===== config.mk =====
export PLATFORM = sky130hd
export DESIGN_NAME = button_gesture_recognizer
export DESIGN_NICKNAME = d
export VERILOG_FILES = /design/src/hdl/bgr_pkg.sv /design/src/hdl/bgr_cfg.sv /design/src/hdl/bgr_core.sv /design/src/hdl/button_gesture_recognizer.sv
export SDC_FILE = /design/constraint.sdc
export NUM_CORES = 1
export LEC_CHECK = 0
export BUFFER_PORTS_ARGS = -buffer_cell sky130_fd_sc_hd__buf_2
export CORE_UTILIZATION = 55
export CTS_CLUSTER_DIAMETER = 60
export CTS_CLUSTER_SIZE = 30
export DETAILED_ROUTE_END_ITERATION = 8
export GPL_TIMING_DRIVEN = 0
export PLACE_DENSITY = 0.83
export SYNTH_ARGS = -nofsm -noshare
export SYNTH_HDL_FRONTEND = slang
export SYNTH_SLANG_ARGS = --single-unit

===== constraint.sdc =====
create_clock -name clk -period 8 [get_ports clk]
set_input_delay 0.8 -clock clk [delete_from_list [all_inputs] [get_ports clk]]
set_output_delay 0.8 -clock clk [all_outputs]
set_load 0.02 [all_outputs]

===== src/hdl/bgr_pkg.sv =====
// Shared types, codes and reset values for the button gesture recogniser.
package bgr_pkg;

	localparam int unsigned TIME_WIDTH_DEF = 32;
	localparam int unsigned STAMP_WIDTH = 32;
	localparam int unsigned CFG_WIDTH = 16;
	localparam int unsigned CFG_INDEX_WIDTH = 2;

	localparam logic [CFG_INDEX_WIDTH-1:0] REG_DEBOUNCE = 2'd0;
	localparam logic [CFG_INDEX_WIDTH-1:0] REG_LONG_PRESS = 2'd1;
	localparam logic [CFG_INDEX_WIDTH-1:0] REG_DOUBLE_WINDOW = 2'd2;

	localparam logic [CFG_WIDTH-1:0] DEBOUNCE_RST = 16'd20;
	localparam logic [CFG_WIDTH-1:0] LONG_PRESS_RST = 16'd500;
	localparam logic [CFG_WIDTH-1:0] DOUBLE_WINDOW_RST = 16'd250;

	localparam logic KIND_CHANGE = 1'b0;
	localparam logic KIND_TICK = 1'b1;

	typedef enum logic [1:0] {
		MODE_IDLE = 2'd0,
		MODE_DOWN = 2'd1,
		MODE_PENDING = 2'd2,
		MODE_CONSUMED = 2'd3
	} mode_t;

	typedef enum logic [1:0] {
		G_PRESS = 2'd0,
		G_DOUBLE = 2'd1,
		G_LONG = 2'd2
	} gesture_t;

	typedef struct packed {
		logic [CFG_WIDTH-1:0] debounce_ms;
		logic [CFG_WIDTH-1:0] long_press_ms;
		logic [CFG_WIDTH-1:0] double_window_ms;
	} cfg_t;

	typedef struct packed {
		logic valid;
		gesture_t gesture;
	} result_t;

endpackage


===== src/hdl/bgr_cfg.sv =====
// Configuration register bank for the button gesture recogniser.
module bgr_cfg (
	input  logic clk,
	input  logic arst_n,
	input  logic cfg_we,
	input  logic [bgr_pkg::CFG_INDEX_WIDTH-1:0] cfg_index,
	input  logic [bgr_pkg::CFG_WIDTH-1:0] cfg_data,
	output bgr_pkg::cfg_t cfg
);

	bgr_pkg::cfg_t cfg_q;

	always_ff @(posedge clk or negedge arst_n) begin
		if (!arst_n) begin
			cfg_q.debounce_ms <= bgr_pkg::DEBOUNCE_RST;
			cfg_q.long_press_ms <= bgr_pkg::LONG_PRESS_RST;
			cfg_q.double_window_ms <= bgr_pkg::DOUBLE_WINDOW_RST;
		end else if (cfg_we) begin
			case (cfg_index)
				bgr_pkg::REG_DEBOUNCE: cfg_q.debounce_ms <= cfg_data;
				bgr_pkg::REG_LONG_PRESS: cfg_q.long_press_ms <= cfg_data;
				bgr_pkg::REG_DOUBLE_WINDOW: cfg_q.double_window_ms <= cfg_data;
				default: cfg_q <= cfg_q;
			endcase
		end
	end

	assign cfg = cfg_q;

endmodule


===== src/hdl/bgr_core.sv =====
// Gesture state machine: debounce, hold timing and double press window.
module bgr_core #(
	parameter int unsigned TIME_WIDTH = bgr_pkg::TIME_WIDTH_DEF
) (
	input  logic clk,
	input  logic arst_n,
	input  logic step,
	input  logic kind,
	input  logic pressed,
	input  logic [TIME_WIDTH-1:0] t,
	input  bgr_pkg::cfg_t cfg,
	output bgr_pkg::result_t res
);

	bgr_pkg::mode_t mode_q, mode_d;
	logic level_down_q, level_down_d;
	logic have_last_q, have_last_d;
	logic [TIME_WIDTH-1:0] last_change_q, press_time_q, release_time_q;
	logic upd_change, upd_press, upd_release;

	logic [TIME_WIDTH-1:0] el_press, el_release, el_last;
	logic [TIME_WIDTH-1:0] debounce_w, long_w, window_w;
	logic window_on, bounce;

	assign el_press = t - press_time_q;
	assign el_release = t - release_time_q;
	assign el_last = t - last_change_q;
	assign debounce_w = TIME_WIDTH'(cfg.debounce_ms);
	assign long_w = TIME_WIDTH'(cfg.long_press_ms);
	assign window_w = TIME_WIDTH'(cfg.double_window_ms);
	assign window_on = cfg.double_window_ms != '0;
	assign bounce = have_last_q && (el_last < debounce_w);

	always_comb begin
		mode_d = mode_q;
		level_down_d = level_down_q;
		have_last_d = have_last_q;
		upd_change = 1'b0;
		upd_press = 1'b0;
		upd_release = 1'b0;
		res.valid = 1'b0;
		res.gesture = bgr_pkg::G_PRESS;
		if (step) begin
			if (kind == bgr_pkg::KIND_TICK) begin
				case (mode_q)
					bgr_pkg::MODE_DOWN: begin
						if (el_press >= long_w) begin
							mode_d = bgr_pkg::MODE_CONSUMED;
							res.valid = 1'b1;
							res.gesture = bgr_pkg::G_LONG;
						end
					end
					bgr_pkg::MODE_PENDING: begin
						if (el_release >= window_w) begin
							mode_d = bgr_pkg::MODE_IDLE;
							res.valid = 1'b1;
							res.gesture = bgr_pkg::G_PRESS;
						end
					end
					default: mode_d = mode_q;
				endcase
			end else if (pressed != level_down_q && !bounce) begin
				level_down_d = pressed;
				have_last_d = 1'b1;
				upd_change = 1'b1;
				if (pressed) begin
					if (mode_q == bgr_pkg::MODE_PENDING && window_on) begin
						mode_d = bgr_pkg::MODE_CONSUMED;
						res.valid = 1'b1;
						res.gesture = bgr_pkg::G_DOUBLE;
					end else begin
						upd_press = 1'b1;
						mode_d = bgr_pkg::MODE_DOWN;
					end
				end else if (mode_q == bgr_pkg::MODE_DOWN && window_on) begin
					upd_release = 1'b1;
					mode_d = bgr_pkg::MODE_PENDING;
				end else if (mode_q == bgr_pkg::MODE_DOWN) begin
					mode_d = bgr_pkg::MODE_IDLE;
					res.valid = 1'b1;
					res.gesture = bgr_pkg::G_PRESS;
				end else begin
					mode_d = bgr_pkg::MODE_IDLE;
				end
			end
		end
	end

	always_ff @(posedge clk or negedge arst_n) begin
		if (!arst_n) begin
			mode_q <= bgr_pkg::MODE_IDLE;
			level_down_q <= 1'b0;
			have_last_q <= 1'b0;
		end else begin
			mode_q <= mode_d;
			level_down_q <= level_down_d;
			have_last_q <= have_last_d;
		end
	end

	// The time stamps are only read in modes that first write them.
	always_ff @(posedge clk) begin
		if (upd_change) last_change_q <= t;
		if (upd_press) press_time_q <= t;
		if (upd_release) release_time_q <= t;
	end

	a_res_needs_step: assert property (@(posedge clk) disable iff (!arst_n)
		res.valid |-> step)
		else $error("result raised without an input beat");

	a_double_consumes: assert property (@(posedge clk) disable iff (!arst_n)
		(res.valid && res.gesture == bgr_pkg::G_DOUBLE) |=> mode_q == bgr_pkg::MODE_CONSUMED)
		else $error("double press did not consume the hold");

	a_release_leaves_down: assert property (@(posedge clk) disable iff (!arst_n)
		$fell(level_down_q) |-> mode_q != bgr_pkg::MODE_DOWN)
		else $error("release left the mode at down");

	a_press_holds: assert property (@(posedge clk) disable iff (!arst_n)
		$rose(level_down_q) |-> (mode_q == bgr_pkg::MODE_DOWN ||
			mode_q == bgr_pkg::MODE_CONSUMED))
		else $error("press did not enter a held mode");

endmodule


===== src/hdl/button_gesture_recognizer.sv =====
// Top level of the button gesture recogniser: input stage, core and result register.
//
// Input channel (in_valid/in_ready) carries one beat per event: kind selects a
// level change or a time tick, pressed gives the new level, time_ms the stamp.
// Output channel (out_valid/out_ready) carries one beat per recognised
// gesture: press, double press or long press. An event gives at most one beat.
// An accepted event is held in the input stage register; the core then decides in
// a single pass and, once the result register is free, loads it, so a gesture is
// offered from the result register after its event beat is accepted.
// Throughput is one event per cycle, limited only by the result register.
// While a result waits unaccepted, the input stage holds its event and in_ready
// falls once that stage is occupied; both move on at the edge at which
// out_ready takes the waiting result.
// Configuration is written through cfg_we, cfg_index and cfg_data; the user must
// write it while the block is idle, which the block itself does not enforce; unknown indexes are ignored.
// Reset (arst_n low) empties both stages, returns the gesture logic to idle
// with the button released and no change seen, and restores the default
// debounce, long press and double window times.
module button_gesture_recognizer #(
	parameter int unsigned TIME_WIDTH = bgr_pkg::TIME_WIDTH_DEF
) (
	input  logic clk,
	input  logic arst_n,
	input  logic in_valid,
	output logic in_ready,
	input  logic kind,
	input  logic pressed,
	input  logic [bgr_pkg::STAMP_WIDTH-1:0] time_ms,
	output logic out_valid,
	input  logic out_ready,
	output logic [1:0] gesture,
	input  logic cfg_we,
	input  logic [bgr_pkg::CFG_INDEX_WIDTH-1:0] cfg_index,
	input  logic [bgr_pkg::CFG_WIDTH-1:0] cfg_data
);

	bgr_pkg::cfg_t cfg;
	bgr_pkg::result_t res;

	logic valid_s1;
	logic kind_s1, pressed_s1;
	logic [TIME_WIDTH-1:0] time_s1;
	logic out_valid_q;
	bgr_pkg::gesture_t gesture_q;
	logic out_free, step;

	assign out_free = !out_valid_q || out_ready;
	assign step = valid_s1 && out_free;
	assign in_ready = !valid_s1 || out_free;

	always_ff @(posedge clk or negedge arst_n) begin
		if (!arst_n) begin
			valid_s1 <= 1'b0;
		end else if (in_ready) begin
			valid_s1 <= in_valid;
		end
	end

	always_ff @(posedge clk) begin
		if (in_ready && in_valid) begin
			kind_s1 <= kind;
			pressed_s1 <= pressed;
			time_s1 <= TIME_WIDTH'(time_ms);
		end
	end

	bgr_cfg u_cfg (
		.clk(clk),
		.arst_n(arst_n),
		.cfg_we(cfg_we),
		.cfg_index(cfg_index),
		.cfg_data(cfg_data),
		.cfg(cfg)
	);

	bgr_core #(
		.TIME_WIDTH(TIME_WIDTH)
	) u_core (
		.clk(clk),
		.arst_n(arst_n),
		.step(step),
		.kind(kind_s1),
		.pressed(pressed_s1),
		.t(time_s1),
		.cfg(cfg),
		.res(res)
	);

	always_ff @(posedge clk or negedge arst_n) begin
		if (!arst_n) begin
			out_valid_q <= 1'b0;
		end else if (out_free) begin
			out_valid_q <= res.valid;
		end
	end

	always_ff @(posedge clk) begin
		if (out_free && res.valid) begin
			gesture_q <= res.gesture;
		end
	end

	assign out_valid = out_valid_q;
	assign gesture = gesture_q;

	a_stall_cause: assert property (@(posedge clk) disable iff (!arst_n)
		!in_ready |-> (valid_s1 && out_valid_q && !out_ready))
		else $error("input held back without a stalled result");

	a_stage_held: assert property (@(posedge clk) disable iff (!arst_n)
		(valid_s1 && !step) |=> valid_s1 && $stable(time_s1))
		else $error("input stage lost a held beat");

	a_result_from_step: assert property (@(posedge clk) disable iff (!arst_n)
		(!out_valid_q && !step) |=> !out_valid_q)
		else $error("result register loaded without a core step");

endmodule


**Yosys cells after proc, flatten, opt, wreduce, memory -nomap -nowiden**

Cells that the tools add are included.

- Register bits: 186
- Input bits: 57
- Output and inout port bits: 4
- Logic and storage cells: 81

- Add/sub/neg operators: 3
- $lt $le $gt $ge: 3
- Equality and inequality tests: 8
- Multiplexer cells: 31
- Bitwise gates (word level): 1
- Reductions and logical operators: 20

Operator list:

| cell | count |
|---|---|
| $sub 32x32->32 | 3 |
| $ge 32x16->1 | 2 |
| $lt 32x16->1 | 1 |
| $mux 3 | 9 |
| $reduce_bool 16->1 | 1 |
| $mux 2 | 7 |
| $mux 1 | 13 |
| $logic_and 1x1->1 | 7 |
| $ne 3x2->1 const B | 2 |
| $pmux 3 s2 | 1 |
| $reduce_and 2->1 | 3 |
| $reduce_and 5->1 | 1 |
| $eq 2x1->1 const B | 2 |
| $eq 2x2->1 const B | 2 |
| $pmux 2 s2 | 1 |
| $logic_not 1->1 | 3 |
| $ne 3x1->1 const B | 1 |
| $reduce_and 3->1 | 1 |
| $logic_not 2->1 | 1 |
| $logic_or 1x1->1 | 2 |
| $reduce_bool 2->1 | 1 |
| $ne 1x1->1 | 1 |
| $not 1->1 | 1 |

**Longest topological paths before layout**

- Word-level depth: 9
- Gate-level depth with buffers: 22

**Modules after synthesis**

Synthesis repeated with hierarchy kept, for this count alone.

- Cell total of the unflattened synthesis: 1381
- Area total of the unflattened synthesis: 13529.2 um^2

Modules (own cells, without submodules):

| module | instances | cells each | area each (um^2) | seq. area each (um^2) |
|---|---|---|---|---|
| bgr_core | 1 | 1234 | 10505.1 | 2982.9 |
| bgr_cfg | 1 | 102 | 1833.0 | 1218.7 |
| button_gesture_recognizer | 1 | 45 | 1191.1 | 1131.1 |

**Worst setup path after synthesis**

Ideal clock, no wire load.

- Path type: register to register
- Start: reg time_s1[1]
- End: reg u_core.release_time_q[0] (enable)
- Library setup time: 0.461 ns
- Arrival: 5.527 ns
- Required time: 7.539 ns
- Setup slack: 2.012 ns
- Stages on the path, launching flop included: 20
- Path buffers: 0
- Period minus slack after synthesis: 5.988 ns
- Cells stage by stage: edfxtp_1 > ha_1 > nor2b_1 > o31a_1 > o31a_1 > o21a_1 > o21ai_0 > nand2b_1 > a21oi_1 > xnor2_1 > ha_1 > nand4_1 > a2111oi_0 > or3_1 > a311oi_1 > nand4_1 > a211oi_1 > nand3_1 > nand2_1 > nor3_1

- Longest elaborated chain between the ends: 8

Ends and longest elaborated chain:

| element | line | text |
|---|---|---|
| start, declared | button_gesture_recognizer.sv:42 | `logic [TIME_WIDTH-1:0] time_s1;` |
| start signal, assigned | button_gesture_recognizer.sv:63 | `time_s1 <= TIME_WIDTH'(time_ms);` |
| $sub 32x32->32 | bgr_core.sv:27 | `assign el_last = t - last_change_q;` |
| $lt 32x16->1 | bgr_core.sv:32 | `assign bounce = have_last_q && (el_last < debounce_w);` |
| $logic_and 1x1->1 | bgr_core.sv:32 |  |
| $logic_not 1->1 | bgr_core.sv:62 | `end else if (pressed != level_down_q && !bounce) begin` |
| $logic_and 1x1->1 | bgr_core.sv:62 |  |
| $mux 1 | bgr_core.sv:62 |  |
| $mux 1 | bgr_core.sv:44 | `if (kind == bgr_pkg::KIND_TICK) begin` |
| $mux 1 | bgr_core.sv:43 | `if (step) begin` |
| named net u_core.upd_release | bgr_core.sv:19 | `logic upd_change, upd_press, upd_release;` |
| end signal, assigned | bgr_core.sv:105 | `if (upd_release) release_time_q <= t;` |
| end, declared | bgr_core.sv:18 | `logic [TIME_WIDTH-1:0] last_change_q, press_time_q, release_time_q;` |

The timed path passes the listed nets, and every way through them passes these cells.
A chain may end at the register's enable or synchronous reset.

**Worst setup path in the final report**

- Start: reg time_s1[1]
- End: reg u_core.last_change_q[10] (enable)

- Longest elaborated chain between the ends: 8

Ends and longest elaborated chain:

| element | line | text |
|---|---|---|
| $sub 32x32->32 | bgr_core.sv:27 |  |
| $lt 32x16->1 | bgr_core.sv:32 |  |
| $logic_and 1x1->1 | bgr_core.sv:32 |  |
| $logic_not 1->1 | bgr_core.sv:62 |  |
| $logic_and 1x1->1 | bgr_core.sv:62 |  |
| $mux 1 | bgr_core.sv:62 |  |
| $mux 1 | bgr_core.sv:44 |  |
| $mux 1 | bgr_core.sv:43 |  |
| named net u_core.upd_change | bgr_core.sv:19 |  |
| end signal, assigned | bgr_core.sv:103 | `if (upd_change) last_change_q <= t;` |
| end, declared | bgr_core.sv:18 |  |

The timed path passes the listed nets, and every way through them passes these cells.

==> run summary <==
critical path peak fanout -> 32
reg-to-reg startpoint -> time_s1[1]$_DFFE_PP_
drt wl/cell -> 17.9 um
DR vias/cell -> 5.98
commonest non-fill, non-tap cell in the layout -> inv_1
R2R depth -> 19
YS warnings -> 0
layout cells sized above 1 -> 11.1%
synthesized area -> 13700 um2
final wirelength -> 33.7 mm
hold violation count in the final report -> 0
Critical Path Max Stage Delay -> 0.60 ns
final RePlAce weighted congestion -> 0.970
H-tree depth -> 4
Synth top area share -> 29.0%
Slew HR -> 20.4%
Setup crit end -> u_core.last_change_q[10]$_DFFE_PP_
Ports -> 61
Post-synth EDFFs -> 132
DP Wirelength -> 26.7 mm
WHS -> 0.341 ns
R2R Setup Slk -> 1.82 ns
Finished Layout Cells -> 1878
Crit. Startpoint -> time_s1[1]$_DFFE_PP_
row count -> 57
worst-skew pair later-pin latency -> 0.45 ns
R2R Path End -> u_core.last_change_q[10]$_DFFE_PP_
post-synth top area cell -> edfxtp_1
synth unique cells -> 81
PD cells -> 216 nW/um2
maxcap violations -> 0
Die Y-Extent -> 160 um
Critical Path Slowest Stage Cell -> inv_1
Core ar. -> 24300 um2
Leak -> 6.36 nW
startpoint types -> register
clock skew -> 0.0193 ns
Final Power -> 3.26 mW
Worst path most repeated cell -> ha_1
Worst Setup End Kind -> register
first-pass GRT wire length -> 54.8 mm
First-pass DRT Iterations -> 8
die width -> 160 um
Slew Limit Fails -> 0
fillers -> 1975
design area -> 15000 um2
dpl ws -> 1.88 ns
commonest cells after routing, fill and taps aside -> 172 x inv_1, 142 x ha_1, 132 x edfxtp_1
Via Count -> 11.2k
Fmax -> 162 MHz
sequential-to-total area share from yosys stat -> 39.0%
Root Buffer -> clkbuf_16
Longest Clk Path Bufs -> 2
Worst-Margin Slew -> 1.19 ns
register area -> 5330 um2
Mapped Avg Cell Area -> 9.37 um2
dpl cells -> 1845
initial antenna violation count -> 0
post-synthesis register bit count -> 186
synthesized instance count -> 1459
vias in the first global route -> 10.9k
Hold Buf Count CTS -> 0
CTS Sinks -> 186
Crit Path Class -> register to register
P&R area growth vs syn -> 10.0%
postcts setup bufs -> 0
IO buf count -> 60
residual DRC count -> 0
CTS tree -> done
clock slew at reported path FFs -> 0.08 ns
Antenna Cells -> 0
crit path DAT -> 6.17 ns
ANT nets after route -> 0
grt ovf -> 0
Synth Net Count -> 1661
total negative slack -> 0 ns
pin count of the biggest net entering global routing -> 55
nets@finish -> 1743
Initial DRC Count -> 687
status -> finished, final reports clean
VDD IR max -> 0.174 mV
final-report setup violation count -> 0
post_cts resized -> 0
cell area after placement -> 14400 um2
Area contributors post-synth -> edfxtp_1 29%, ha_1 13%, dfrtp_1 7.3%, inv_1 4.7%, a21oi_1 4.6%
Post-synth top flop -> edfxtp_1
crit path time final -> 6.18 ns
starting density of the core -> 56.2%
multi-input logic area -> 7540 um2
GRT Util Overall -> 27.2%
Synth async-reset ratio -> 29.0%
die area -> 25500 um2
Final Cycle Share -> 77.3%
worst hold path type -> input pin to async pin
Crit path required time -> 7.99 ns
crit path cell chain -> ha_1 -> nor2b_1 -> o31a_1 -> o31ai_1 -> o21ai_1 -> a31oi_1 -> xnor2_1 -> ha_1 -> a21oi_1 -> nor2_1 -> a2111oi_0 -> o221ai_1 -> or3_1 -> a311oi_1 -> nand4_1 -> a211oi_1 -> nand3_1 -> nand2_1 -> inv_1
final core utilization -> 61.9%
RSZ-0062 raised after global routing -> no
Num CTS Buffers -> 17
final setup margin -> 1.82 ns
-- cell usage after synthesis, types with 4 or more instances --
cell type,n
nor2b_1,14
edfxtp_1,132
dfrtp_1,40
nor2_1,81
dfstp_2,14
nor3_1,32
ha_1,142
a31oi_1,13
o21ai_1,7
a21o_1,23
and3_1,9
mux2i_1,11
clkbuf_1,32
o21ai_0,89
and2_1,10
a211oi_1,23
nand4_1,34
xnor2_1,45
inv_1,172
mux2_2,35
o31ai_1,5
o2111ai_1,10
and4_1,7
o221ai_1,6
nor3b_1,5
nand3_1,20
or2_2,6
o21bai_1,13
nand2_1,119
nor4_1,14
or3_1,10
o211ai_1,11
xor2_1,16
o31a_1,5
a2111oi_0,6
a221oi_1,4
nand2b_1,16
o22ai_1,4
or4_1,8
o21a_1,22
buf_2,7
a21oi_1,125
-- critical path: cells and delay by family (launching register included) --
family	cells	cell delay [ns]
adder cells (fa/ha/maj)	2	0.62
buffers and inverters	1	0.60
AO/OA/AOI/OAI	9	2.53
XOR/XNOR	1	0.14
flip-flops	1	0.57
AND/OR/NAND/NOR	6	1.25
-- per-layer routing --
metal  routed length, um  global-route usage, %  share of wire (%)  vias up
met5                   0                      0                  0        -
met4                 879                   9.66                2.6        0
met3                1850                   3.90                5.5       60
met2               15800                   45.1                 47      316
met1               15100                   36.5                 45     5323
li1                    -                      -                  -     5536
-- worst min path at each step --
stage                                                  to  slack [ns]                            from  depth (start not counted)
after floorplan            u_core.have_last_q$_DFFE_PN0P_        0.41  u_core.have_last_q$_DFFE_PN0P_                          2
after global placement     u_core.have_last_q$_DFFE_PN0P_        0.46  u_core.have_last_q$_DFFE_PN0P_                          2
after detailed placement   u_core.have_last_q$_DFFE_PN0P_        0.46  u_core.have_last_q$_DFFE_PN0P_                          2
after CTS                  u_core.have_last_q$_DFFE_PN0P_        0.48  u_core.have_last_q$_DFFE_PN0P_                          2
after global routing         u_core.mode_q[0]$_DFFE_PN0P_        0.37                          arst_n                          1
final                     u_core.level_down_q$_DFFE_PN0P_        0.34                          arst_n                          1
-- power by group --
| group | internal [mW] | total, mW | switching [mW] |
|---|---|---|---|
| clock | 0.459 | 0.857 | 0.398 |
| sequential | 1.17 | 1.25 | 0.0766 |
| combinational | 0.464 | 1.15 | 0.684 |
-- sequential cells by signal (all words and copies together) (netlist names) --
name                   flops
gesture                    2
kind_s1                    1
out_valid                  1
pressed_s1                 1
time_s1                   32
u_cfg.cfg                 48
u_core.have_last_q         1
u_core.last_change_q      32
u_core.level_down_q        1
u_core.mode_q              2
u_core.press_time_q       32
u_core.release_time_q     32
valid_s1                   1
-- logic make-up (layout without fill, tap and decap cells) --
family                     after synthesis  in the layout  synth area share [%]
muxes                                   46             46                  3.69
xor gates and xnor gates                61             61                  3.91
adders and majority gates              145            145                  13.4
buffers and inverters                  213            308                  5.96
DFF                                    186            186                  39.0
and+or+nand+nor                        400            400                  14.7
AOI/OAI and AO/OA                      408            408                  19.3
-- area by class of cell --
type | count | area share, %
multi-input cells | 1060 | 50.1
flip-flops and latches | 186 | 35.4
inverters | 172 | 4.29
clock buffers | 21 | 3.28
well taps | 324 | 2.69
repair buffers | 63 | 2.25
plain buffers | 41 | 1.13
clock inverters | 11 | 0.782
Power figures use the tool's default switching activity.
